<file path="src/hbsi_pkg.sv">
`timescale 1ns / 1ps

package hbsi_pkg;

   // Fixed widths of the beat fields.
   localparam int KIND_W       = 2;
   localparam int SIZE_FIELD_W = 8;
   localparam int ADDR_W       = 11;

   // Operation codes carried in the request tuser.
   localparam logic [KIND_W-1:0] KIND_INSERT = 2'd0;
   localparam logic [KIND_W-1:0] KIND_REMOVE = 2'd1;
   localparam logic [KIND_W-1:0] KIND_FIND   = 2'd2;

   // Word-occupancy words are always 64 bits wide.
   localparam int WOC_BITS  = 64;
   localparam int WOC_IDX_W = 6;

   // Operand width of the shared multiplier; it covers every parameter in range.
   localparam int MUL_W = 16;

   // Default sizing of the index.
   localparam int DEF_NUM_SIZES      = 256;
   localparam int DEF_NUM_ADDRS      = 2048;
   localparam int DEF_LEAF_WORD_BITS = 32;
   localparam int DEF_TOP_WORD_BITS  = 64;

   // Position of the lowest set bit of a word; zero for an empty word.
   function automatic logic [WOC_IDX_W-1:0] lowest_bit(input logic [WOC_BITS-1:0] v);
      logic [WOC_IDX_W-1:0] pos;
      pos = '0;
      for (int i = WOC_BITS - 1; i >= 0; i--) begin
         if (v[i]) begin
            pos = WOC_IDX_W'(i);
         end
      end
      return pos;
   endfunction

endpackage

</file>
<file path="src/hbsi_mul.sv">
`timescale 1ns / 1ps

// Shared multiplier: the product of the operands presented in one cycle is
// available from the register in the next.
module hbsi_mul (
   input  logic                           clock,
   input  logic [hbsi_pkg::MUL_W-1:0]     mul_a,
   input  logic [hbsi_pkg::MUL_W-1:0]     mul_b,
   output logic [2*hbsi_pkg::MUL_W-1:0]   prod_ff
);

   logic [2*hbsi_pkg::MUL_W-1:0] prod_in;

   assign prod_in = mul_a * mul_b;

   always_ff @(posedge clock) begin
      prod_ff <= prod_in;
   end

endmodule

</file>
<file path="config.mk">
export PLATFORM = sky130hd
export DESIGN_NAME = hbsi_mul
export DESIGN_NICKNAME = d
export VERILOG_FILES = /design/src/hbsi_pkg.sv /design/src/hbsi_mul.sv
export SDC_FILE = /design/constraint.sdc
export NUM_CORES = 1
export LEC_CHECK = 0
export BUFFER_PORTS_ARGS = -buffer_cell sky130_fd_sc_hd__buf_2
export CAP_MARGIN = 20
export CORE_MARGIN = 10
export CORE_UTILIZATION = 50
export DETAILED_ROUTE_END_ITERATION = 8
export GPL_TIMING_DRIVEN = 0
export PLACE_DENSITY = 0.71
export RECOVER_POWER = 25
export SYNTH_ARGS = -nofsm -noshare
export SYNTH_HDL_FRONTEND = slang
export SYNTH_SLANG_ARGS = --single-unit
</file>
<file path="constraint.sdc">
create_clock -name clock -period 6.3 [get_ports clock]
set_input_delay 0.945 -clock clock [delete_from_list [all_inputs] [get_ports clock]]
set_output_delay 0.945 -clock clock [all_outputs]
set_load 0.01 [all_outputs]
</file>
# After elaboration in Yosys (flattened, before gate mapping)
# Index checks and enable logic that the tools add are counted.
[word_totals]
ff_bits = 32
in_bits = 33
elab_cells = 2
[op_classes]
n_mul = 1
[op_table]
columns = ["operator", "count"]
rows = [
  ["16-bit by 16-bit multiplier with 32-bit output", 1],
]

# Depth between registers and ports, before layout
[depth]
depth_word = 1
ltp_mapped = 21

# Least setup slack after synthesis
# OpenSTA, ideal clock, no wires.
[synth_path]
path_type = "input -> register"
start = "input port mul_b[7] (netlist bit)"
end = "register prod_ff[25] (netlist bit)"
setup_ps = 127
arrival_time_ps = 5982
required_time_ps = 6173
setup_slack_ps = 191
stages = 21
n_path_buf = 2
path_cell_list = "clkbuf_1 -> nand2_1 -> fa_1 -> inv_1 -> fa_1 -> inv_1 -> fa_1 -> inv_1 -> fa_1 -> fa_1 -> inv_1 -> fa_1 -> inv_1 -> ha_1 -> buf_2 -> a211o_1 -> o211ai_1 -> o311ai_1 -> o31ai_2 -> o21ai_0 -> xor2_1"
[synth_between]
elab_chain_len = 1
[synth_rtl]
columns = ["element", "line_no", "source"]
rows = [
  ["from (decl)", "hbsi_mul.sv:8", "input logic [hbsi_pkg::MUL_W-1:0] mul_b,"],
  ["16-bit by 16-bit multiplier with 32-bit output", "hbsi_mul.sv:14", "assign prod_in = mul_a * mul_b;"],
  ["named net prod_in, one bit", "hbsi_mul.sv:12", "logic [2*hbsi_pkg::MUL_W-1:0] prod_in;"],
  ["to (signal assigned)", "hbsi_mul.sv:17", "prod_ff <= prod_in;"],
  ["to (decl)", "hbsi_mul.sv:9", "output logic [2*hbsi_pkg::MUL_W-1:0] prod_ff"],
]
# The timed path passes the listed nets, and every way through them passes these cells.

# Worst setup path in the final report
[layout_path]
start = "input port mul_b[4] (netlist bit)"
end = "register prod_ff[30] (netlist bit)"
# The elaborated chain is that of the path after synthesis.

==> impl_results.md <==
- Final WL: around 24,000 um
- Yosys warns: 0
- Vias: 7,244
- WL/cell: roughly 18 um
- CP Capture Type: register
- Sequential-to-total area share from yosys stat: under 10%
- Hold buffers post-CTS: 0
- Tmin final: 6.133 ns
- CTS Sinks: 32
- Avg Inst Size Synth: roughly 9.0 um^2
- Syn Inst Count: about 1,000
- CP arrival: around 6.3 ns
- Die Width: 156.9 um
- Setup TNS: 0 ns
- Initial Util: between 50% and 60%
- Die Ht: about 160 um
- NumNets Final: about 1,500
- Synth top area cells: fa_1 41%, ha_1 14%, inv_1 8.9%
- Die ar.: roughly 25,000 um^2
- Count leader, synth: inv_1
- Dpl hpwl: about 20,000 um
- Area taken by multi-input logic gates: 7876 um^2
- Fraction of layout cells with a size suffix above 1: 11.93%
- Synth top area share: 41.44%
- Std-Cell Rows: 50
- Top post-synthesis cells by count: 221 x inv_1, 194 x fa_1, 159 x nand2_1, 125 x and2_1, 104 x ha_1
- Hold Slack: about 0.95 ns
- Final period util: a little over nine tenths
- Relative slew slack: between 60% and 70%
- Worst-margin pin slew: 0.5089 ns
- Final core occ: approximately 57%
- Count of final hold-check violations: 0
- Startpoint Class: primary input
- Core ar.: roughly 19,000 um^2
- Max reg flops: 32
- Hold/Removal Path Class: primary input to register
- Post-DP Area: between 9000 and 10,000 um^2
- FF+latch count, synth: 32
- # fillers: between 1,500 and 2,000
- Hold Path Depth: 2
- Total congestion overflow: 0
- TritonCTS clock tree: yes
- RePlAce Congestion: between 0.9 and 1
- EDFF count, synth: 0
- DRT Pass-1 Iters: 5
- Max-cap violations: 0
- Starting DRT DRC Count: around 460
- Final routed DRC violation total: 0
- Clock-pin slew on the worst setup and hold paths: ~0.05 ns
- Status: finished clean
- Top_reg_cell synth: dfxtp_1
- Syn Nets: around 1,400
- Crit-path max FO: 10
- CTS Root Cell: clkbuf_16
- Required time worst endpoint: 6.47 ns
- Vias in the first global route: 7,430
- Synth unique cells: 52
- Port bufs: between 60 and 70
- Top flop regs: prod_ff (32)
- Largest net degree at the start of global routing: 17
- GRT Overall Usage: 19.75%
- Layout area overhead: 13.32%
- Setup-failing EPs final: 0
- Worst setup path startpoint: mul_b[4]
- Crit path kind: primary input to register
- Initial antenna violation count: 0
- Maximum clock rate: around 0.16 GHz
- Biggest register: prod_ff
- Async SR Flop Fraction: 0%
- Post-Syn Area: roughly 9400 um^2
- TritonCTS buffer count: 5
- Via density: approximately 5.3
- ANT cells: 0
- Fin area: roughly 11,000 um^2
- Htree depth: 2
- Top Ports: 65
- Clk buf depth: 2
- Post-route ant nets: 0
- Slew Viols, Final: 0
- Global-route wire length before repair: 37,900 um
- Register area: between 600 and 700 um^2
- Area leader, netlist: fa_1
- CP Capture Point: prod_ff[30]$_DFF_P_
## layout by cell type, fill, tap and decap left out, types with 3 or more instances in the layout
cell	instances
a21o_1	16
buf_2	43
a21oi_2	5
o21a_1	3
nand4_1	7
ha_4	3
and4_1	5
a21oi_1	25
o21ai_1	3
clkbuf_4	4
buf_4	30
and2_1	124
o211ai_1	4
nand3_1	5
nor2_1	13
xnor2_1	17
a211o_1	3
dfxtp_1	32
o21ai_0	9
fa_1	192
clkbuf_16	5
inv_1	219
xor2_1	10
nand2_1	157
ha_1	100
clkbuf_1	18
buf_6	9
buf_8	8
## critical path: stages
cell and delay (ns):
buf_4 0.15, buf_8 0.15, and2_1 0.17, fa_1 0.54
inv_1 0.05, fa_1 0.46, fa_1 0.51, inv_1 0.05
fa_1 0.50, fa_1 0.50, inv_1 0.05, fa_1 0.56
inv_1 0.10, ha_4 0.26, a21oi_1 0.21, o21ai_0 0.20
and2_1 0.23, or4b_1 0.51, o211a_1 0.14
## metal layers
| metal | GRT usage [%] | vias up | wire (um) |
|---|---|---|---|
| met5 | 0 | - | 0 |
| met3 | 3.111 | 48 | 1666 |
| met1 | 24.89 | 3606 | 9410 |
| li1 | - | 3312 | - |
| met2 | 33.80 | 278 | 12160 |
| met4 | 6.652 | 0 | 732 |
## final cells by class
cell class | instances | area share [%]
Buffer | 30 | 2.733
Clock buffer | 7 | 1.437
Clock inverter | 1 | 0.2827
Inverter | 221 | 7.810
Multi-Input combinational cell | 748 | 74.16
Sequential cell | 32 | 6.031
Tap cell | 234 | 2.757
Timing Repair Buffer | 84 | 4.794
## metrics by stage
stage               setup slack, ns  cells
floorplan                    0.1914   1046
global placement            -0.8524   1344
detailed placement          -0.9029   1344
CTS                        0.001679   1345
global route               -0.01369   1357
finish                       0.1666   1357
## how the worst min path moves through the flow
stage	startpoint	endpoint	slack, ns
floorplan	mul_a[0]	prod_ff[0]$_DFF_P_	1.07
global placement	mul_b[0]	prod_ff[0]$_DFF_P_	1.25
detailed placement	mul_b[0]	prod_ff[0]$_DFF_P_	1.24
CTS	mul_b[0]	prod_ff[0]$_DFF_P_	0.95
global route	mul_b[0]	prod_ff[0]$_DFF_P_	0.98
finish	mul_b[0]	prod_ff[0]$_DFF_P_	0.95
## repair_timing
item / 4_1_cts / 5_1_grt
gates resized for setup: 59 / 92
pin swaps: 3 / 21
buffers inserted: 1 / 19
gates cloned: 0 / 0
endpoints found under the setup margin: 16 / 12
## kinds of logic (layout without fill, tap and decap cells)
| family | count (synthesis) | in the layout | synth area share (%) |
|---|---|---|---|
| simple gates | 329 | 329 | 17.59 |
| xor+xnor | 27 | 27 | 2.523 |
| compound gates | 93 | 93 | 6.835 |
| buf+inv | 266 | 343 | 10.79 |
| fa+ha+maj | 298 | 298 | 55.32 |
| flops | 32 | 32 | 6.835 |
| mux | 1 | 1 | 0.1068 |
Power is not shown: default switching activity piles up to over one toggle a cycle in this logic, so the estimate is an artifact.
